### config.mk
export PLATFORM = sky130hd
export DESIGN_NAME = response_strip_length_deframer
export DESIGN_NICKNAME = d
export VERILOG_FILES = /design/src/rsld_pkg.sv /design/src/rsld_in_stage.sv /design/src/rsld_parser.sv /design/src/rsld_out_stage.sv /design/src/response_strip_length_deframer.sv
export SDC_FILE = /design/constraint.sdc
export NUM_CORES = 1
export LEC_CHECK = 0
export CAP_MARGIN = 20
export CORE_MARGIN = 8
export CORE_UTILIZATION = 63
export DETAILED_ROUTE_END_ITERATION = 8
export DONT_BUFFER_PORTS = 1
export GPL_ROUTABILITY_DRIVEN = 0
export PLACE_DENSITY = 0.79
export SYNTH_ARGS = -nofsm -noshare
export SYNTH_HDL_FRONTEND = slang
export SYNTH_HIERARCHICAL = 1
export SYNTH_SLANG_ARGS = --single-unit
### constraint.sdc
create_clock -name aclk -period 2.2 [get_ports aclk]
set_clock_uncertainty 0.05 [all_clocks]
set_input_delay 0.11 -clock aclk [delete_from_list [all_inputs] [get_ports aclk]]
set_output_delay 0.11 -clock aclk [all_outputs]
set_load 0.01 [all_outputs]
### src/rsld_pkg.sv
// Package for the response-strip length deframer.
// Holds the parse phase codes and the result beat type; no dependencies.
package rsld_pkg;

    localparam int PHASE_W = 3;

    localparam logic [PHASE_W-1:0] PH_VERSION  = 3'd0;
    localparam logic [PHASE_W-1:0] PH_ADDONLEN = 3'd1;
    localparam logic [PHASE_W-1:0] PH_ADDON    = 3'd2;
    localparam logic [PHASE_W-1:0] PH_BODY     = 3'd3;
    localparam logic [PHASE_W-1:0] PH_LENLOW   = 3'd4;
    localparam logic [PHASE_W-1:0] PH_PAYLOAD  = 3'd5;

    typedef struct packed {
        logic [7:0] data;
        logic       last;
        logic       empty;
    } rsld_result_t;

endpackage

### src/rsld_in_stage.sv
// Input register stage of the deframer.
// Captures one byte beat per cycle while its register is empty or being advanced; depends on nothing else.
module rsld_in_stage (
    input  logic       aclk,
    input  logic       aresetn,
    input  logic       s_axis_tvalid,
    output logic       s_axis_tready,
    input  logic [7:0] s_axis_tdata,
    output logic       in_valid,
    output logic [7:0] in_byte,
    input  logic       advance
);

    logic       valid_reg;
    logic       valid_next;
    logic [7:0] byte_reg;

    assign s_axis_tready = !valid_reg || advance;
    assign valid_next    = s_axis_tready ? s_axis_tvalid : valid_reg;

    always_ff @(posedge aclk) begin
        if (!aresetn) begin
            valid_reg <= 1'b0;
        end else begin
            valid_reg <= valid_next;
        end
    end

    always_ff @(posedge aclk) begin
        if (s_axis_tvalid && s_axis_tready) begin
            byte_reg <= s_axis_tdata;
        end
    end

    assign in_valid = valid_reg;
    assign in_byte  = byte_reg;

endmodule

### src/rsld_parser.sv
// Header strip and datagram parse state machine of the deframer.
// Uses rsld_pkg for phase codes and the result type.
module rsld_parser (
    input  logic                 aclk,
    input  logic                 aresetn,
    input  logic                 cfg_we,
    input  logic                 cfg_wdata,
    input  logic                 advance,
    input  logic [7:0]           in_byte,
    output logic                 emit,
    output rsld_pkg::rsld_result_t result
);
    import rsld_pkg::*;

    logic               mode_reg;
    logic [PHASE_W-1:0] phase_reg;
    logic [PHASE_W-1:0] phase_next;
    logic [7:0]         addon_reg;
    logic [7:0]         addon_next;
    logic [7:0]         len_high_reg;
    logic [7:0]         len_high_next;
    logic [15:0]        payload_reg;
    logic [15:0]        payload_next;
    logic [15:0]        length_word;

    assign length_word = {len_high_reg, in_byte};

    always_comb begin
        phase_next    = phase_reg;
        addon_next    = addon_reg;
        len_high_next = len_high_reg;
        payload_next  = payload_reg;
        emit          = 1'b0;
        result        = '0;
        unique case (phase_reg)
            PH_ADDONLEN: begin
                addon_next = in_byte;
                phase_next = (in_byte == 8'd0) ? PH_BODY : PH_ADDON;
            end
            PH_ADDON: begin
                addon_next = addon_reg - 8'd1;
                if (addon_reg == 8'd1) begin
                    phase_next = PH_BODY;
                end
            end
            PH_BODY, PH_LENLOW, PH_PAYLOAD: begin
                if (!mode_reg) begin
                    phase_next   = PH_BODY;
                    payload_next = '0;
                    emit         = 1'b1;
                    result.data  = in_byte;
                end else if (phase_reg == PH_BODY) begin
                    len_high_next = in_byte;
                    phase_next    = PH_LENLOW;
                end else if (phase_reg == PH_LENLOW) begin
                    payload_next = length_word;
                    if (length_word == 16'd0) begin
                        phase_next   = PH_BODY;
                        emit         = 1'b1;
                        result.empty = 1'b1;
                    end else begin
                        phase_next = PH_PAYLOAD;
                    end
                end else begin
                    payload_next = payload_reg - 16'd1;
                    emit         = 1'b1;
                    result.data  = in_byte;
                    if (payload_reg == 16'd1) begin
                        phase_next  = PH_BODY;
                        result.last = 1'b1;
                    end
                end
            end
            default: begin
                phase_next = PH_ADDONLEN;
            end
        endcase
    end

    always_ff @(posedge aclk) begin
        if (!aresetn) begin
            mode_reg     <= 1'b0;
            phase_reg    <= PH_VERSION;
            addon_reg    <= '0;
            len_high_reg <= '0;
            payload_reg  <= '0;
        end else begin
            if (cfg_we) begin
                mode_reg <= cfg_wdata;
            end
            if (advance) begin
                phase_reg    <= phase_next;
                addon_reg    <= addon_next;
                len_high_reg <= len_high_next;
                payload_reg  <= payload_next;
            end
        end
    end

    a_reset_phase: assert property (@(posedge aclk)
        !aresetn |=> phase_reg == PH_VERSION)
        else $error("phase not at version after reset");

    a_empty_clean: assert property (@(posedge aclk) disable iff (!aresetn)
        emit && result.empty |-> result.data == 8'd0 && !result.last)
        else $error("empty datagram marker carries data or last");

    a_stream_plain: assert property (@(posedge aclk) disable iff (!aresetn)
        emit && !mode_reg |-> !result.last && !result.empty)
        else $error("stream mode beat flagged");

    a_version_step: assert property (@(posedge aclk) disable iff (!aresetn)
        advance && phase_reg == PH_VERSION |=> phase_reg == PH_ADDONLEN)
        else $error("version byte did not advance to addon length");

    a_last_closes: assert property (@(posedge aclk) disable iff (!aresetn)
        advance && emit && result.last |=> phase_reg == PH_BODY && payload_reg == 16'd0)
        else $error("last payload byte did not close datagram");

endmodule

### src/rsld_out_stage.sv
// Result register stage of the deframer.
// Holds one result beat until taken; uses rsld_pkg for the result type.
module rsld_out_stage (
    input  logic                  aclk,
    input  logic                  aresetn,
    input  logic                  in_valid,
    input  logic                  emit,
    input  rsld_pkg::rsld_result_t result,
    output logic                  advance,
    output logic                  m_axis_tvalid,
    input  logic                  m_axis_tready,
    output logic [7:0]            m_axis_tdata,
    output logic                  m_axis_tlast,
    output logic                  m_axis_tuser
);
    import rsld_pkg::*;

    logic         valid_reg;
    logic         valid_next;
    rsld_result_t result_reg;
    logic         load;

    assign load       = !valid_reg || m_axis_tready;
    assign advance    = in_valid && load;
    assign valid_next = load ? (in_valid && emit) : valid_reg;

    always_ff @(posedge aclk) begin
        if (!aresetn) begin
            valid_reg <= 1'b0;
        end else begin
            valid_reg <= valid_next;
        end
    end

    always_ff @(posedge aclk) begin
        if (advance && emit) begin
            result_reg <= result;
        end
    end

    assign m_axis_tvalid = valid_reg;
    assign m_axis_tdata  = result_reg.data;
    assign m_axis_tlast  = result_reg.last;
    assign m_axis_tuser  = result_reg.empty;

endmodule

### src/response_strip_length_deframer.sv
// Response-strip length deframer top level: input register, parser, result register.
// A byte beat passes through the input register and then the result register before its result beat is valid.
// Throughput: one byte beat per cycle when the output does not stall; the parse state updates as each byte advances.
// Header and filler bytes produce no result beat, except a zero datagram length, which gives an empty marker beat.
// Reset (aresetn low, synchronous) empties both stages, clears the mode to stream
// and returns the parser to the version byte.
module response_strip_length_deframer (
    input  logic       aclk,
    input  logic       aresetn,
    input  logic       cfg_we,
    input  logic       cfg_wdata,
    input  logic       s_axis_tvalid,
    output logic       s_axis_tready,
    input  logic [7:0] s_axis_tdata,   // in_byte
    output logic       m_axis_tvalid,
    input  logic       m_axis_tready,
    output logic [7:0] m_axis_tdata,   // out_byte
    output logic       m_axis_tlast,   // datagram_last
    output logic       m_axis_tuser    // empty_datagram
);
    import rsld_pkg::*;

    logic         in_valid;
    logic [7:0]   in_byte;
    logic         advance;
    logic         emit;
    rsld_result_t result;

    rsld_in_stage u_in (
        .aclk          (aclk),
        .aresetn       (aresetn),
        .s_axis_tvalid (s_axis_tvalid),
        .s_axis_tready (s_axis_tready),
        .s_axis_tdata  (s_axis_tdata),
        .in_valid      (in_valid),
        .in_byte       (in_byte),
        .advance       (advance)
    );

    rsld_parser u_parser (
        .aclk      (aclk),
        .aresetn   (aresetn),
        .cfg_we    (cfg_we),
        .cfg_wdata (cfg_wdata),
        .advance   (advance),
        .in_byte   (in_byte),
        .emit      (emit),
        .result    (result)
    );

    rsld_out_stage u_out (
        .aclk          (aclk),
        .aresetn       (aresetn),
        .in_valid      (in_valid),
        .emit          (emit),
        .result        (result),
        .advance       (advance),
        .m_axis_tvalid (m_axis_tvalid),
        .m_axis_tready (m_axis_tready),
        .m_axis_tdata  (m_axis_tdata),
        .m_axis_tlast  (m_axis_tlast),
        .m_axis_tuser  (m_axis_tuser)
    );

endmodule
=== After elaboration in Yosys (flattened, before gate mapping) ===
Index checks and enable logic that the tools add are counted.
Widths: inputs -> output; s select.

* Bits in registers: 56
* Bits of input ports: 14
* Output and inout port bits: 12
* Word-level logic and storage cells: 66

* Add/sub/neg operators: 2
* Equality and inequality tests: 10
* Muxes and demuxes: 22
* Bitwise logic cells: 3
* Reduce and logical (&&, ||, !) cells: 18

{| class="wikitable"
|+ Operators with widths
! cell !! number
|-
| $mux 16 || 3
|-
| $mux 3 || 6
|-
| $eq 16x1->1 const B || 1
|-
| $logic_not 16->1 || 1
|-
| $pmux 8 s2 || 1
|-
| $sub 16x1->16 const B || 1
|-
| $mux 10 || 1
|-
| $mux 9 || 1
|-
| $pmux 3 s3 || 1
|-
| $eq 8x1->1 const B || 1
|-
| $logic_not 8->1 || 1
|-
| $mux 1 || 8
|-
| $mux 8 || 1
|-
| $reduce_or 4->1 || 2
|-
| $sub 8x1->8 const B || 1
|-
| $eq 3x2->1 const B || 2
|-
| $eq 3x3->1 const B || 2
|-
| $reduce_and 3->1 || 2
|-
| $ne 5x5->1 const B || 1
|-
| $logic_and 1x1->1 || 4
|-
| $reduce_and 4->1 || 1
|-
| $eq 3x1->1 const B || 1
|-
| $not 1->1 || 3
|-
| $reduce_or 3->1 || 1
|-
| 6 further kinds || 8
|}

=== Logic depth before layout (Yosys ltp) ===
* Depth after elaboration: 7
* Mapped depth: 9
* Depth with buffers taken out: 7

=== Modules after synthesis ===
Netlist, hierarchy kept.

{| class="wikitable"
|+ Modules (own cells, without submodules)
! module !! times used !! cells an instance !! area each (µm²) !! sequential area each (µm²)
|-
| rsld_parser || 1 || 297 || 2244.7 || 720.7
|-
| rsld_out_stage || 1 || 16 || 374.1 || 320.3
|-
| rsld_in_stage || 1 || 13 || 297.8 || 260.2
|}

=== Worst setup path after synthesis ===
OpenSTA, ideal clock, no wires.

* Path type: reg2reg
* From: register u_in.byte_reg[7], in the netlist u_in/in_byte[7]
* To: register u_out.result_reg (netlist bit u_out/m_axis_tdata[0]), enable pin
* Setup time: 324 ps
* Arrival time: 1533 ps
* Required time: 1826 ps
* Setup slack: 293 ps
* Cell stages (with the launch flop): 6
* Path buffers: 0
* Period minus slack after synthesis: 1907 ps
* Cell sequence: edfxtp_1 nor4_1 nand4_1 o21ai_0 nand2_2 nor2b_4

* Cells in the longest elaborated chain, start to end: 7

{| class="wikitable"
|+ Ends and longest elaborated chain
! what !! RTL line !! text
|-
| start, declared || rsld_in_stage.sv:16 || <nowiki>logic [7:0] byte_reg;</nowiki>
|-
| start signal, assigned || rsld_in_stage.sv:31 || <nowiki>byte_reg <= s_axis_tdata;</nowiki>
|-
| $logic_not 16->1 || rsld_parser.sv:57 || <nowiki>if (length_word == 16'd0) begin</nowiki>
|-
| $mux 1 || rsld_parser.sv:57 ||
|-
| $mux 1 || rsld_parser.sv:55 || <nowiki>end else if (phase_reg == PH_LENLOW) begin</nowiki>
|-
| $mux 1 || rsld_parser.sv:52 || <nowiki>end else if (phase_reg == PH_BODY) begin</nowiki>
|-
| $mux 1 || rsld_parser.sv:47 || <nowiki>if (!mode_reg) begin</nowiki>
|-
| $mux 1 || rsld_parser.sv:35 || <nowiki>unique case (phase_reg)</nowiki>
|-
| via emit || response_strip_length_deframer.sv:26 || <nowiki>logic emit;</nowiki>
|-
| $logic_and 1x1->1 || rsld_out_stage.sv:36 || <nowiki>if (advance && emit) begin</nowiki>
|-
| end signal, assigned || rsld_out_stage.sv:37 || <nowiki>result_reg <= result;</nowiki>
|-
| end, declared || rsld_out_stage.sv:20 || <nowiki>rsld_result_t result_reg;</nowiki>
|}

The timed path passes the listed nets, and every way through them passes these cells.
A chain may end at the register's enable or synchronous reset.

=== Worst setup path in the final report ===
* From: register u_parser.payload_reg[0]
* To: register u_parser.payload_reg[14]

* Cells in the longest elaborated chain, start to end: 4

{| class="wikitable"
|+ Ends and longest elaborated chain
! what !! RTL line !! text
|-
| start, declared || rsld_parser.sv:22 || <nowiki>logic [15:0] payload_reg;</nowiki>
|-
| start signal, assigned || rsld_parser.sv:95 || <nowiki>payload_reg <= payload_next;</nowiki>
|-
| $sub 16x1->16 || rsld_parser.sv:65 || <nowiki>payload_next = payload_reg - 16'd1;</nowiki>
|-
| $mux 16 || rsld_parser.sv:55 ||
|-
| $mux 16 || rsld_parser.sv:52 ||
|-
| $mux 16 || rsld_parser.sv:47 ||
|}

Every way passes these cells. The select of a mux whose other input is x is not followed.

==> results.toml <==
[finish]
finalNetCount = 364
diodes = 0
largest_reg_flops = 16
drive_above_1_share = 0.138
syn_to_final_growth_pct = 13.8
final_area_sq_um = 3320

[floorplanning]
io_pins = 26
initial_utilization = 0.661
die_x_um = 84.0
rows = 24
coreArea_sq_um = 4410
die_area_sq_um = 7060
die_height_um = 84.0

[power_and_ir_drop]
vdd_ir_drop_max_mv = 0.572
swShare = 0.256
p_per_area_nw_per_um2 = 676
p_int_w = 0.00167
power_frac_clock = 0.325
p_comb_frac = 0.162
p_sw_w = 0.000573
p_leak_nw = 1.26
p_seq_frac = 0.513

[placed_design]
port_buffers = 0
dp_hpwl_um = 4860
placed_area_sq_um = 3050

[clocking]
htreeDepth = 2
cts_root_buf = "clkbuf_8"
max-clock-path-buffers = 2
clkLatencyLatePin_ps = 310
cts-buffers-inserted = 5
cts_tree = "yes"
cts.sinks = 56
clkSlewWorstSetupHoldPaths_ps = 100

[sta]
drv_slew = 0
finalCriticalPeriod_ps = 2030
worst_slew_pin_slew_ps = 789
clock.fmax_mhz = 492
rsz0062_at_grt = "false"
hold_viol = 0
slew_headroom = 0.473
setup_violations = 0
tns_ps = 0
holdWs_ps = 78.1
finalCritPeriodShare = 0.923

[setup_path]
critPathMaxStageDelay_ps = 500
cp_max_fo = 7
crit_path_start_kind = "flop"
critPathLaunch = "u_parser/payload_reg[0]$_SDFFE_PN0P_"
r2r-start = "u_parser/payload_reg[0]$_SDFFE_PN0P_"
cp_top_family = "simple AND/OR/NAND/NOR gates"
critPathArrivalTime_ps = 2160
crit_buf_inv = 1
cp-end-kind = "flop"
critPathKind = "flop to flop"
crit_path_cell_trace = "inv_1, ha_1, or3b_2, nor3_4, a21oi_1, o211ai_1, o31ai_1"
crit_slowest_cell = "or3b_2"
required_ps = 2330

[yosys]
seq_area_frac_synth = 0.446
yosysWarningCount = 6
synth_ff_type = "dfxtp_1"
yosys_register_bits = 56
synth-async-reset-ratio = 0
syn-num-nets = 344
syn_inst = 326
syn_area_per_cell_sq_um = 8.95
synth.distinct_cells = 58
netlist_area_sq_um = 2920
synth-edff-count = 18

[routing]
avgRoutedWirePerCell_um = 17.6
drtAntennaViolNets = 0
drt_iter0_markers = 286
wl_um = 7010
met2_wirelength_um = 3220
maxUsedRoutingLayer = "met4"
dr.pass1.iters = 5
wl_met1_um = 3080
drc = 0
via_count = 2545
wl_met3_um = 617
avgViaCountPerCell = 6.38

[grt]
grt_max_degree = 24
grt_pass1_vias = 2377
track_usage = 0.202
grt_pass1_wl_um = 11700
gr-total-overflow = 0
grt_antenna_before_repair = 0

[worst_hold_path]
min-delay-path-class = "primary input to flop"
min_from = "s_axis_tvalid"

[run]
drv_cap = 0

[status]
status = "finished, final reports clean"
power groups by stage:
stage / Combinational (W) / Clock, W / Sequential, W
floorplan: 0.000258 / 0 / 0.00116
global placement: 0.000328 / 0 / 0.00117
detailed placement: 0.000332 / 0 / 0.00117
CTS: 0.000356 / 0.000749 / 0.00115
global route: 0.000402 / 0.000789 / 0.00116
finish: 0.000364 / 0.000729 / 0.00115
worst paths after layout:
| path | end | slack, ps | depth (start not counted) |
|---|---|---|---|
| worst max-delay path | u_parser/payload_reg[14]$_SDFFE_PN0P_ | 170 | 7 |
| worst min-delay path | u_in/in_byte[7]$_DFFE_PP_ | 80 | 1 |
| worst max register to register | u_parser/payload_reg[14]$_SDFFE_PN0P_ | 170 | 7 |
| worst min register to register | u_parser/payload_reg[15]$_SDFFE_PN0P_ | 430 | 1 |
per-layer routing:
layer	track usage	vias to the layer above
li1	-	1232
met1	0.262	1173
met2	0.301	128
met3	0.0713	12
met4	0.0675	0
met5	0	-
cell families (layout without fill, tap and decap cells):
kind of cell	count (synthesis)	after routing	synth area share
AOI/OAI and AO/OA	92	92	0.194
muxes	10	10	0.0343
adders and majority gates	4	4	0.0172
and+or+nand+nor	136	136	0.269
DFF	56	56	0.446
buffers and inverters	28	49	0.0386
repair_timing:
item	in CTS	in global routing
hold endpoints to repair	20	0
pin swaps	0	0
hold buffers	13	0
setup endpoints to repair	9	10
setup buffers	0	0
resized for setup	1	3
worst reg2reg max path, stage by stage, from the launching register on:
cell and delay, ps:
dfxtp_1 390, inv_1 80, ha_1 190, or3b_2 500, nor3_4 300, a21oi_1 120
o211ai_1 170, o31ai_1 100
layout by cell type (no fill, tap or decap), types with 3 or more instances in the layout:
cell type and instances:
buf_4 18, dfxtp_1 38, ha_1 4, a31oi_1 7, or4_1 3, a21oi_1 26
dlygate4sd3_1 13, o211ai_1 5, o21ai_0 23, inv_1 10, o21a_1 3, a22oi_1 4
nor4_1 7, clkbuf_8 7, nand4_1 4, nand2b_1 4, o22ai_1 5, mux2i_1 10
nor3_1 5, nand3_1 9, edfxtp_1 18, nand2_1 14, nor3b_1 3, o31ai_1 3
nor2_1 45, nor2b_1 13
Yosys cell counts (2+ instances only):
library cell  count  area share
o22ai_1           5       0.011
dfxtp_1          38        0.26
o211ai_1          5       0.013
a22oi_1           4       0.010
mux2i_1          10       0.034
a21boi_2          2      0.0077
nor4_1            9       0.019
o21ai_0          24       0.041
nand4_1           4      0.0086
nand2b_4          2      0.0094
a211oi_1          2      0.0051
and2_4            2      0.0060
nor3_4            2       0.011
edfxtp_1         18        0.19
buf_2             6       0.010
nor3_1            5      0.0086
clkbuf_1         11       0.014
nand2b_1          4      0.0086
a21o_1            2      0.0051
inv_1            10       0.013
a31oi_1           7       0.015
ha_1              4       0.017
and3_1            2      0.0043
or4_1             3      0.0077
nor3b_1           4       0.010
nor2b_1          13       0.028
o21a_1            3      0.0077
nand3_1           9       0.015
or3b_2            2      0.0060
a21oi_1          26       0.045
nor2_1           45       0.058
o31ai_1           3      0.0077
and2_1            2      0.0043
nand2_1          14       0.018
area by class of cell:
cell class                      instances  area, sq um
Inverter                               10         37.5
Tap cell                               52         65.1
Multi-Input combinational cell        242         1520
Clock buffer                            7         96.3
Sequential cell                        56         1300
Timing Repair Buffer                   31          265
Clock inverter                          1         30.0
Fill cell                             325         1090
stage by stage:
stage	setup WS, ps	instances	util	power [W]
6_report	168	399	0.752	0.00224
5_1_grt	33.2	399	0.752	0.00235
4_1_cts	34.1	399	0.750	0.00225
3_5_place_dp	16.9	378	0.690	0.00150
3_3_place_gp	71.8	378	0.690	0.00150
2_1_floorplan	293	326	-	0.00142
Power figures use the tool's default switching activity.
